`config.mk`:
```
export PLATFORM = sky130hd
export DESIGN_NAME = doubled_word_detector_core
export DESIGN_NICKNAME = d
export VERILOG_FILES = /design/src/design/dwd_pkg.sv /design/src/design/doubled_word_detector_core.sv /design/src/design/dwd_word_store.sv /design/src/design/dwd_front.sv /design/src/design/dwd_close.sv /design/src/design/dwd_out_skid.sv
export SDC_FILE = /design/constraint.sdc
export NUM_CORES = 2
export LEC_CHECK = 0
export BUFFER_PORTS_ARGS = -buffer_cell sky130_fd_sc_hd__buf_2
export CAP_MARGIN = 10
export CELL_PAD_IN_SITES_DETAIL_PLACEMENT = 0
export CELL_PAD_IN_SITES_GLOBAL_PLACEMENT = 1
export CORE_MARGIN = 3
export CORE_UTILIZATION = 35
export CTS_CLUSTER_SIZE = 16
export DETAILED_ROUTE_END_ITERATION = 10
export PLACE_DENSITY_LB_ADDON = 0.2
export RECOVER_POWER = 50
export SLEW_MARGIN = 40
export SYNTH_ARGS = -nofsm -noshare
export SYNTH_HDL_FRONTEND = slang
export SYNTH_HIERARCHICAL = 1
export SYNTH_SLANG_ARGS = --single-unit
```
`constraint.sdc`:
```
create_clock -name clk -period 11.14 [get_ports clk]
set_clock_uncertainty 0.15 [all_clocks]
set_input_delay 0.557 -clock clk [delete_from_list [all_inputs] [get_ports clk]]
set_output_delay 0.557 -clock clk [all_outputs]
set_load 0.03 [all_outputs]
```
`src/design/dwd_pkg.sv`:
```
package dwd_pkg;

	localparam logic [7:0]  CHAR_TAB  = 8'h09;
	localparam logic [7:0]  CHAR_NL   = 8'h0a;
	localparam logic [7:0]  CHAR_CR   = 8'h0d;
	localparam logic [7:0]  CHAR_SP   = 8'h20;
	localparam logic [7:0]  CHAR_UA   = 8'h41;
	localparam logic [7:0]  CHAR_UZ   = 8'h5a;
	localparam logic [7:0]  CHAR_LA   = 8'h61;
	localparam logic [7:0]  CHAR_LZ   = 8'h7a;
	localparam logic [7:0]  CASE_BIT  = 8'h20;
	localparam logic [31:0] LINE_MAX  = 32'hffff_ffff;
	localparam logic [15:0] TOTAL_MAX = 16'hffff;

	// what the front end tells the close stage about one byte
	typedef struct packed {
		logic res;       // byte closes a word
		logic rst;       // end of text, restart stream after this byte
		logic wr;        // word byte stored and compared
		logic len_over;  // no byte of the previous word at this position
		logic swl;       // open word starts with a letter
	} dwd_ctl_t;

	typedef struct packed {
		logic        dup_report;
		logic [15:0] dup_total;
		logic [31:0] word_line;
		logic [6:0]  word_length;
	} dwd_res_t;

endpackage

```
`src/design/doubled_word_detector_core.sv`:
```
// Result path: the byte that closes a word (separator or end of text) passes the
// front-end stage register, then the output register (via the skid while stalled).
// Throughput: one byte per cycle, set by the word store's one write and one
// read port, each used at most once per byte; full rate while results are taken.
// Reset (arst_n, async): control and counters cleared, line 1, report_mode 1;
// word store contents are not cleared.
module doubled_word_detector_core #(
	parameter int WORD_BUFFER = 128
) (
	input  logic        clk,
	input  logic        arst_n,
	input  logic        cfg_we,
	input  logic        cfg_wdata,
	input  logic        text_valid,
	output logic        text_stall,
	input  logic [7:0]  char_code,
	input  logic        end_of_text,
	output logic        rep_valid,
	input  logic        rep_stall,
	output logic        dup_report,
	output logic [15:0] dup_total,
	output logic [31:0] word_line,
	output logic [6:0]  word_length
);
	import dwd_pkg::*;

	localparam int LEN_W = $clog2(WORD_BUFFER);

	logic             s1_go;
	logic             fire;
	logic             sk_full;
	logic             push;
	dwd_res_t         res;

	logic             mem_we;
	logic [LEN_W:0]   mem_waddr;
	logic [7:0]       mem_wdata;
	logic [LEN_W:0]   mem_raddr;
	logic [7:0]       mem_rdata;

	logic             s1_valid;
	dwd_ctl_t         s1_ctl;
	logic [7:0]       s1_char;
	logic [LEN_W-1:0] s1_cur_len;
	logic [LEN_W-1:0] s1_prev_len;
	logic [31:0]      s1_line;

	// only a closing byte needs room in the output stage
	assign s1_go      = ~(s1_valid & s1_ctl.res & sk_full);
	assign text_stall = ~s1_go;
	assign fire       = s1_valid & s1_go;

	dwd_front #(
		.WORD_BUFFER (WORD_BUFFER),
		.LEN_W       (LEN_W)
	) u_front (
		.clk         (clk),
		.arst_n      (arst_n),
		.text_valid  (text_valid),
		.char_code   (char_code),
		.end_of_text (end_of_text),
		.s1_go       (s1_go),
		.mem_we      (mem_we),
		.mem_waddr   (mem_waddr),
		.mem_wdata   (mem_wdata),
		.mem_raddr   (mem_raddr),
		.s1_valid    (s1_valid),
		.s1_ctl      (s1_ctl),
		.s1_char     (s1_char),
		.s1_cur_len  (s1_cur_len),
		.s1_prev_len (s1_prev_len),
		.s1_line     (s1_line)
	);

	dwd_word_store #(
		.ADDR_W (LEN_W + 1)
	) u_store (
		.clk   (clk),
		.we    (mem_we),
		.waddr (mem_waddr),
		.wdata (mem_wdata),
		.re    (mem_we),
		.raddr (mem_raddr),
		.rdata (mem_rdata)
	);

	dwd_close #(
		.LEN_W (LEN_W)
	) u_close (
		.clk       (clk),
		.arst_n    (arst_n),
		.cfg_we    (cfg_we),
		.cfg_wdata (cfg_wdata),
		.fire      (fire),
		.ctl       (s1_ctl),
		.char_in   (s1_char),
		.rdata     (mem_rdata),
		.cur_len   (s1_cur_len),
		.prev_len  (s1_prev_len),
		.line      (s1_line),
		.push      (push),
		.res       (res)
	);

	dwd_out_skid u_out (
		.clk         (clk),
		.arst_n      (arst_n),
		.push        (push),
		.res         (res),
		.rep_stall   (rep_stall),
		.rep_valid   (rep_valid),
		.full        (sk_full),
		.dup_report  (dup_report),
		.dup_total   (dup_total),
		.word_line   (word_line),
		.word_length (word_length)
	);

endmodule

```
`src/design/dwd_word_store.sv`:
```
module dwd_word_store #(
	parameter int ADDR_W = 8
) (
	input  logic              clk,
	input  logic              we,
	input  logic [ADDR_W-1:0] waddr,
	input  logic [7:0]        wdata,
	input  logic              re,
	input  logic [ADDR_W-1:0] raddr,
	output logic [7:0]        rdata
);

	logic [7:0] mem [2**ADDR_W];
	logic [7:0] rdata_q;

	always_ff @(posedge clk) begin
		if (we) begin
			mem[waddr] <= wdata;
		end
		// held while the close stage waits
		if (re) begin
			rdata_q <= mem[raddr];
		end
	end

	assign rdata = rdata_q;

endmodule

```
`src/design/dwd_front.sv`:
```
module dwd_front #(
	parameter int WORD_BUFFER = 128,
	parameter int LEN_W       = $clog2(WORD_BUFFER)
) (
	input  logic                 clk,
	input  logic                 arst_n,
	input  logic                 text_valid,
	input  logic [7:0]           char_code,
	input  logic                 end_of_text,
	input  logic                 s1_go,
	output logic                 mem_we,
	output logic [LEN_W:0]       mem_waddr,
	output logic [7:0]           mem_wdata,
	output logic [LEN_W:0]       mem_raddr,
	output logic                 s1_valid,
	output dwd_pkg::dwd_ctl_t    s1_ctl,
	output logic [7:0]           s1_char,
	output logic [LEN_W-1:0]     s1_cur_len,
	output logic [LEN_W-1:0]     s1_prev_len,
	output logic [31:0]          s1_line
);
	import dwd_pkg::*;

	logic             accept;
	logic [7:0]       lc;
	logic             is_sp;
	logic             is_letter;
	logic             room;
	logic             take_char;

	logic             bank_q;
	logic [LEN_W-1:0] cur_len_q;
	logic [LEN_W-1:0] prev_len_q;
	logic             inside_q;
	logic             swl_q;
	logic [31:0]      line_q;

	logic             valid_s1;
	dwd_ctl_t         ctl_s1;
	logic [7:0]       char_s1;
	logic [LEN_W-1:0] cur_len_s1;
	logic [LEN_W-1:0] prev_len_s1;
	logic [31:0]      line_s1;

	assign accept = text_valid & s1_go;

	always_comb begin
		lc = char_code;
		if (char_code inside {[CHAR_UA:CHAR_UZ]}) begin
			lc = char_code | CASE_BIT;
		end
		is_letter = lc inside {[CHAR_LA:CHAR_LZ]};
		case (char_code) inside
			CHAR_SP, [CHAR_TAB:CHAR_CR]: is_sp = 1'b1;
			default:                     is_sp = 1'b0;
		endcase
		room      = cur_len_q < LEN_W'(WORD_BUFFER - 1);
		take_char = ~end_of_text & ~is_sp & room;
	end

	// byte goes into the bank being written, the opposite bank holds the previous word
	assign mem_we    = accept & take_char;
	assign mem_waddr = {bank_q, cur_len_q};
	assign mem_wdata = lc;
	assign mem_raddr = {~bank_q, cur_len_q};

	always_ff @(posedge clk or negedge arst_n) begin
		if (!arst_n) begin
			bank_q     <= 1'b0;
			cur_len_q  <= '0;
			prev_len_q <= '0;
			inside_q   <= 1'b0;
			swl_q      <= 1'b0;
			line_q     <= 32'd1;
		end else if (accept) begin
			if (end_of_text) begin
				bank_q     <= 1'b0;
				cur_len_q  <= '0;
				prev_len_q <= '0;
				inside_q   <= 1'b0;
				swl_q      <= 1'b0;
				line_q     <= 32'd1;
			end else if (is_sp) begin
				if (inside_q) begin
					prev_len_q <= cur_len_q;
					bank_q     <= ~bank_q;
					cur_len_q  <= '0;
					inside_q   <= 1'b0;
					swl_q      <= 1'b0;
				end
				if (char_code == CHAR_NL && line_q != LINE_MAX) begin
					line_q <= line_q + 32'd1;
				end
			end else begin
				if (!inside_q) begin
					inside_q <= 1'b1;
					swl_q    <= is_letter;
				end
				if (room) begin
					cur_len_q <= cur_len_q + LEN_W'(1);
				end
			end
		end
	end

	always_ff @(posedge clk or negedge arst_n) begin
		if (!arst_n) begin
			valid_s1 <= 1'b0;
		end else if (s1_go) begin
			valid_s1 <= accept;
		end
	end

	always_ff @(posedge clk) begin
		if (accept) begin
			ctl_s1.res      <= (end_of_text | is_sp) & inside_q;
			ctl_s1.rst      <= end_of_text;
			ctl_s1.wr       <= take_char;
			ctl_s1.len_over <= cur_len_q >= prev_len_q;
			ctl_s1.swl      <= swl_q;
			char_s1         <= lc;
			cur_len_s1      <= cur_len_q;
			prev_len_s1     <= prev_len_q;
			line_s1         <= line_q;
		end
	end

	assign s1_valid    = valid_s1;
	assign s1_ctl      = ctl_s1;
	assign s1_char     = char_s1;
	assign s1_cur_len  = cur_len_s1;
	assign s1_prev_len = prev_len_s1;
	assign s1_line     = line_s1;

`ifndef ASSERT_OFF
	a_eot_restart: assert property (@(posedge clk) disable iff (!arst_n)
		accept && end_of_text |=> line_q == 32'd1 && !inside_q && cur_len_q == '0)
		else $error("stream state not restarted after end of text");
`endif

endmodule

```
`src/design/dwd_close.sv`:
```
module dwd_close #(
	parameter int LEN_W = 7
) (
	input  logic                 clk,
	input  logic                 arst_n,
	input  logic                 cfg_we,
	input  logic                 cfg_wdata,
	input  logic                 fire,
	input  dwd_pkg::dwd_ctl_t    ctl,
	input  logic [7:0]           char_in,
	input  logic [7:0]           rdata,
	input  logic [LEN_W-1:0]     cur_len,
	input  logic [LEN_W-1:0]     prev_len,
	input  logic [31:0]          line,
	output logic                 push,
	output dwd_pkg::dwd_res_t    res
);
	import dwd_pkg::*;

	logic        mode_q;
	logic        mm_q;
	logic        streak_q;
	logic [15:0] total_q;

	logic        dup;
	logic        report;
	logic [15:0] total_nx;
	logic [15:0] len_ext;

	always_comb begin
		dup      = ctl.swl & ~mm_q & (cur_len == prev_len);
		report   = dup & (~mode_q | ~streak_q);
		total_nx = (report && total_q != TOTAL_MAX) ? total_q + 16'd1 : total_q;
		len_ext  = 16'(cur_len);
		res.dup_report  = report;
		res.dup_total   = total_nx;
		res.word_line   = line;
		res.word_length = len_ext[6:0];
	end

	assign push = fire & ctl.res;

	always_ff @(posedge clk or negedge arst_n) begin
		if (!arst_n) begin
			mode_q <= 1'b1;
		end else if (cfg_we) begin
			mode_q <= cfg_wdata;
		end
	end

	always_ff @(posedge clk or negedge arst_n) begin
		if (!arst_n) begin
			mm_q     <= 1'b0;
			streak_q <= 1'b0;
			total_q  <= '0;
		end else if (fire) begin
			if (ctl.res) begin
				streak_q <= dup;
				total_q  <= total_nx;
				mm_q     <= 1'b0;
			end else if (ctl.wr && (ctl.len_over || rdata != char_in)) begin
				mm_q <= 1'b1;
			end
			if (ctl.rst) begin
				streak_q <= 1'b0;
				total_q  <= '0;
				mm_q     <= 1'b0;
			end
		end
	end

`ifndef ASSERT_OFF
	a_streak_set: assert property (@(posedge clk) disable iff (!arst_n)
		fire && ctl.res && report && !ctl.rst |=> streak_q && !mm_q)
		else $error("streak not opened after a report");
	a_total_grows: assert property (@(posedge clk) disable iff (!arst_n)
		push && report |-> res.dup_total != 16'd0)
		else $error("report with zero total");
`endif

endmodule

```
`src/design/dwd_out_skid.sv`:
```
module dwd_out_skid (
	input  logic              clk,
	input  logic              arst_n,
	input  logic              push,
	input  dwd_pkg::dwd_res_t res,
	input  logic              rep_stall,
	output logic              rep_valid,
	output logic              full,
	output logic              dup_report,
	output logic [15:0]       dup_total,
	output logic [31:0]       word_line,
	output logic [6:0]        word_length
);
	import dwd_pkg::*;

	logic     out_valid_q;
	logic     sk_valid_q;
	dwd_res_t out_q;
	dwd_res_t sk_q;

	always_ff @(posedge clk or negedge arst_n) begin
		if (!arst_n) begin
			out_valid_q <= 1'b0;
			sk_valid_q  <= 1'b0;
		end else if (!out_valid_q || !rep_stall) begin
			out_valid_q <= sk_valid_q | push;
			sk_valid_q  <= 1'b0;
		end else if (push) begin
			sk_valid_q <= 1'b1;
		end
	end

	always_ff @(posedge clk) begin
		if (!out_valid_q || !rep_stall) begin
			out_q <= sk_valid_q ? sk_q : res;
		end else if (push) begin
			sk_q <= res;
		end
	end

	assign rep_valid   = out_valid_q;
	assign full        = sk_valid_q;
	assign dup_report  = out_q.dup_report;
	assign dup_total   = out_q.dup_total;
	assign word_line   = out_q.word_line;
	assign word_length = out_q.word_length;

`ifndef ASSERT_OFF
	a_skid_behind_out: assert property (@(posedge clk) disable iff (!arst_n)
		sk_valid_q |-> out_valid_q)
		else $error("skid entry without output entry");
	a_no_overrun: assert property (@(posedge clk) disable iff (!arst_n)
		push |-> !sk_valid_q)
		else $error("result pushed into full skid");
`endif

endmodule
```
==> results.txt <==
Overall Power = 18.7 mW
antenna viol nets, final = 0
top_reg_cell synth = edfxtp_1
CTS resizes = 0
Crit Path Class = in2reg
DRT iter0 DRCs = 4429
routability cong. = 0.777
DRC Markers = 0
Startpoint Class = input pin
Post-synth EDFFs = 2227
syn_nets = 4591
via density per instance = 5.47
FP Rows = 186
Top Usage Layer GRT = met2
Crit path required time = 11010 ps
unrepaired setup endpoints after global routing = false
crit-path max cell delay = 3100 ps
Max Slew Vio Count = 1831
Area contributors post-synth = edfxtp_1, mux4_2, dfrtp_1
Period minus WS final = 7670 ps
met2 usage in global routing = 29.0%
Critical-path top delay cell = clkbuf_1
largest net degree at the start of global routing = 162
crit-path cells = dlygate4sd3_1, clkbuf_1, clkbuf_1
Nets = 4692
# Max-Cap Violations = 32
Final setup violation count = 0
P_sw = 4.23 mW
Bufs on Longest Clock Path = 3
global-route wire length before repair = 345000 um
initial antenna violation count = 11
total grt overflow = 0
drt wl/cell = 29.0 um
Worst path most repeated cell = clkbuf_1
post-route clock period utilization = 68.8%
number of distinct library cells after synthesis = 98
Yosys reg bits = 2298
Post-CTS Setup Bufs = 0
number of buffers added on ports = 72
fillers = 23.1k
Setup TNS = 0 ps
worst hold-check path type = in2reg
clock slew at reported path FFs = 60 ps
Avg Inst Size Synth = 19.9 sq um
Layout area overhead = 12.8%
logic gate share of total power = 7.5%
failing checks = capacitance limit, slew limit
Initial Util = 35.3%
vias in the first global route = 45.7k
share of cells above drive strength 1 = 23.9%
Core Util, Final = 39.8%
met1 Usage GRT = 25.5%
worst slew pin tran = 7680 ps
Clock power frac = 41.0%
die height = 515 um
Internal = 14.5 mW
outcome = finished with violations
LEAKAGE = 31.1 nW
total power divided by cell area = 183 nW/um^2
clock latency at the later pin of the worst-skew pair = 860 ps
hpwl dp = 145000 um
Reg power frac = 51.5%
synthesized instance count = 4566
sw frac = 22.6%
Hold Buf Count CTS = 9
CP arrival = 7530 ps
sequential fraction of the synthesis area = 75.6%
FF+latch area = 68700 sq um
Slew HR = -412%
Hold Vio Cnt, Final = 0
fmax = 130 MHz
Syn Std Cell Area = 90800 sq um
drt pass-1 iters = 7
clock sink count = 2298
Multi-input gate area = 20600 sq um
Max FO, Critical Path = 82
post-synth top area share = 73.7%
H-tree levels = 4
I/O pin cnt = 73
final WL = 240000 um
number of CTS-inserted buffers = 239
post-synthesis async set-or-reset flop share = 3.09%
CP endpoint kind = register
GRT Resource Usage Total = 17.9%
Ys Warns = 6
maximum VDD drop = 0.155 mV
largest area contributor in the netlist = edfxtp_1
core box area = 257000 sq um
root buffer cell = clkbuf_16
Die Wd = 515 um
DR vias = 45.1k
Die ar. = 266000 sq um
CTS tree = yes
M3 GR Usage = 2.78%
-- cell type report --
type | instances | share of cell area, %
antenna | 2 | 0.00489
clock buffer | 315 | 6.26
clock inverter | 128 | 1.07
inverter | 22 | 0.0819
multi-input combinational | 1920 | 20.1
sequential | 2298 | 67.1
tap | 3384 | 4.14
timing repair buffer | 186 | 1.24
-- cell families (layout without fill, tap and decap cells) --
kind of cell    after synthesis  after routing  synth area share, %
compound gates              512            512                 4.01
xor+xnor                     30             30                0.289
fa+ha+maj                    10             10                0.138
buf+inv                     348            651                 2.38
flops                      2298           2298                 75.6
mux                         653            653                 13.6
other cells                   0              2                    0
simple gates                715            715                 3.92
-- worst paths after layout --
| check | from | end | slack [ps] | depth (start not counted) |
|---|---|---|---|---|
| hold reg to reg | u_front/s1_line[24] | u_out/sk_q[31] | 300 | 0 |
| min in group asynchronous | arst_n | u_close/total_q[7] | 660 | 3 |
| max in group asynchronous | arst_n | u_front/cur_len_q[1] | 6470 | 3 |
| setup / recovery | char_code[7] | u_store/mem[64][7] | 3470 | 3 |
| hold / removal | char_code[2] | u_store/mem[150][2] | 110 | 1 |
| setup reg to reg | u_front/cur_len_q[0] | u_store/rdata[0] | 3840 | 9 |
-- worst max-delay path, delay by kind of cell --
family   cells  cell delay (ps)
buf+inv      3             6690
-- power by group through the flow --
stage	registers, mW	logic (mW)	clock network (mW)
after detailed placement	9.79	1.45	0
after global placement	9.79	1.43	0
final	9.63	1.41	7.66
after CTS	9.61	1.45	7.89
after floorplan	9.82	0.973	0
after global routing	9.64	1.51	8.23
-- placed cells by master, fill, tap and decap left out, types with 26 or more instances in the layout --
cell and count:
a21oi_1 120, a22oi_1 134, buf_4 59, clkbuf_1 158, clkbuf_16 244, clkinv_1 53
clkinv_2 41, dfrtp_1 65, edfxtp_1 2227, mux2_2 39, mux2i_1 136, mux4_2 454
nand2_1 71, nand3_1 54, nand4_1 39, nor2_1 130, nor2_2 174, nor2b_1 29
nor3_1 27, o21ai_0 26, o221ai_1 47, o22ai_1 28
-- metrics by stage --
stage	hold WS, ps	std cells	worst slack, ps	cell area, sq um
global placement	263	7784	5360	94300
global route	78.8	8255	2900	102000
CTS	3.58	8245	5760	103000
finish	106	8255	3470	102000
floorplan	111	4566	7320	90800
detailed placement	265	7793	5800	94900
-- flip-flops by register name, summed over array words and instances (netlist names), 5 cells and up --
signal	count
u_close/total_q	16
u_front/cur_len_q	7
u_front/line_q	32
u_front/prev_len_q	7
u_front/s1_char	8
u_front/s1_ctl	5
u_front/s1_cur_len	7
u_front/s1_line	32
u_front/s1_prev_len	7
u_out/dup_total	16
u_out/sk_q	56
u_out/word_length	7
u_out/word_line	32
u_store/mem	2048
u_store/rdata	8
-- cells in the mapped netlist, drive strengths merged (61+ instances only) --
cell,number
mux2i,136
edfxtp,2227
nand3,68
buf,198
nor2,307
mux4,456
mux2,61
dfrtp,69
nand2,79
clkbuf,128
a21oi,121
a22oi,134
-- per-layer routing --
metal,vias to the layer above,part of all wire (%)
li1,19114,-
met1,24451,44
met2,1270,48
met3,284,5.4
met4,2,1.9
met5,-,0.0029
(Power assumes the default switching activity.)
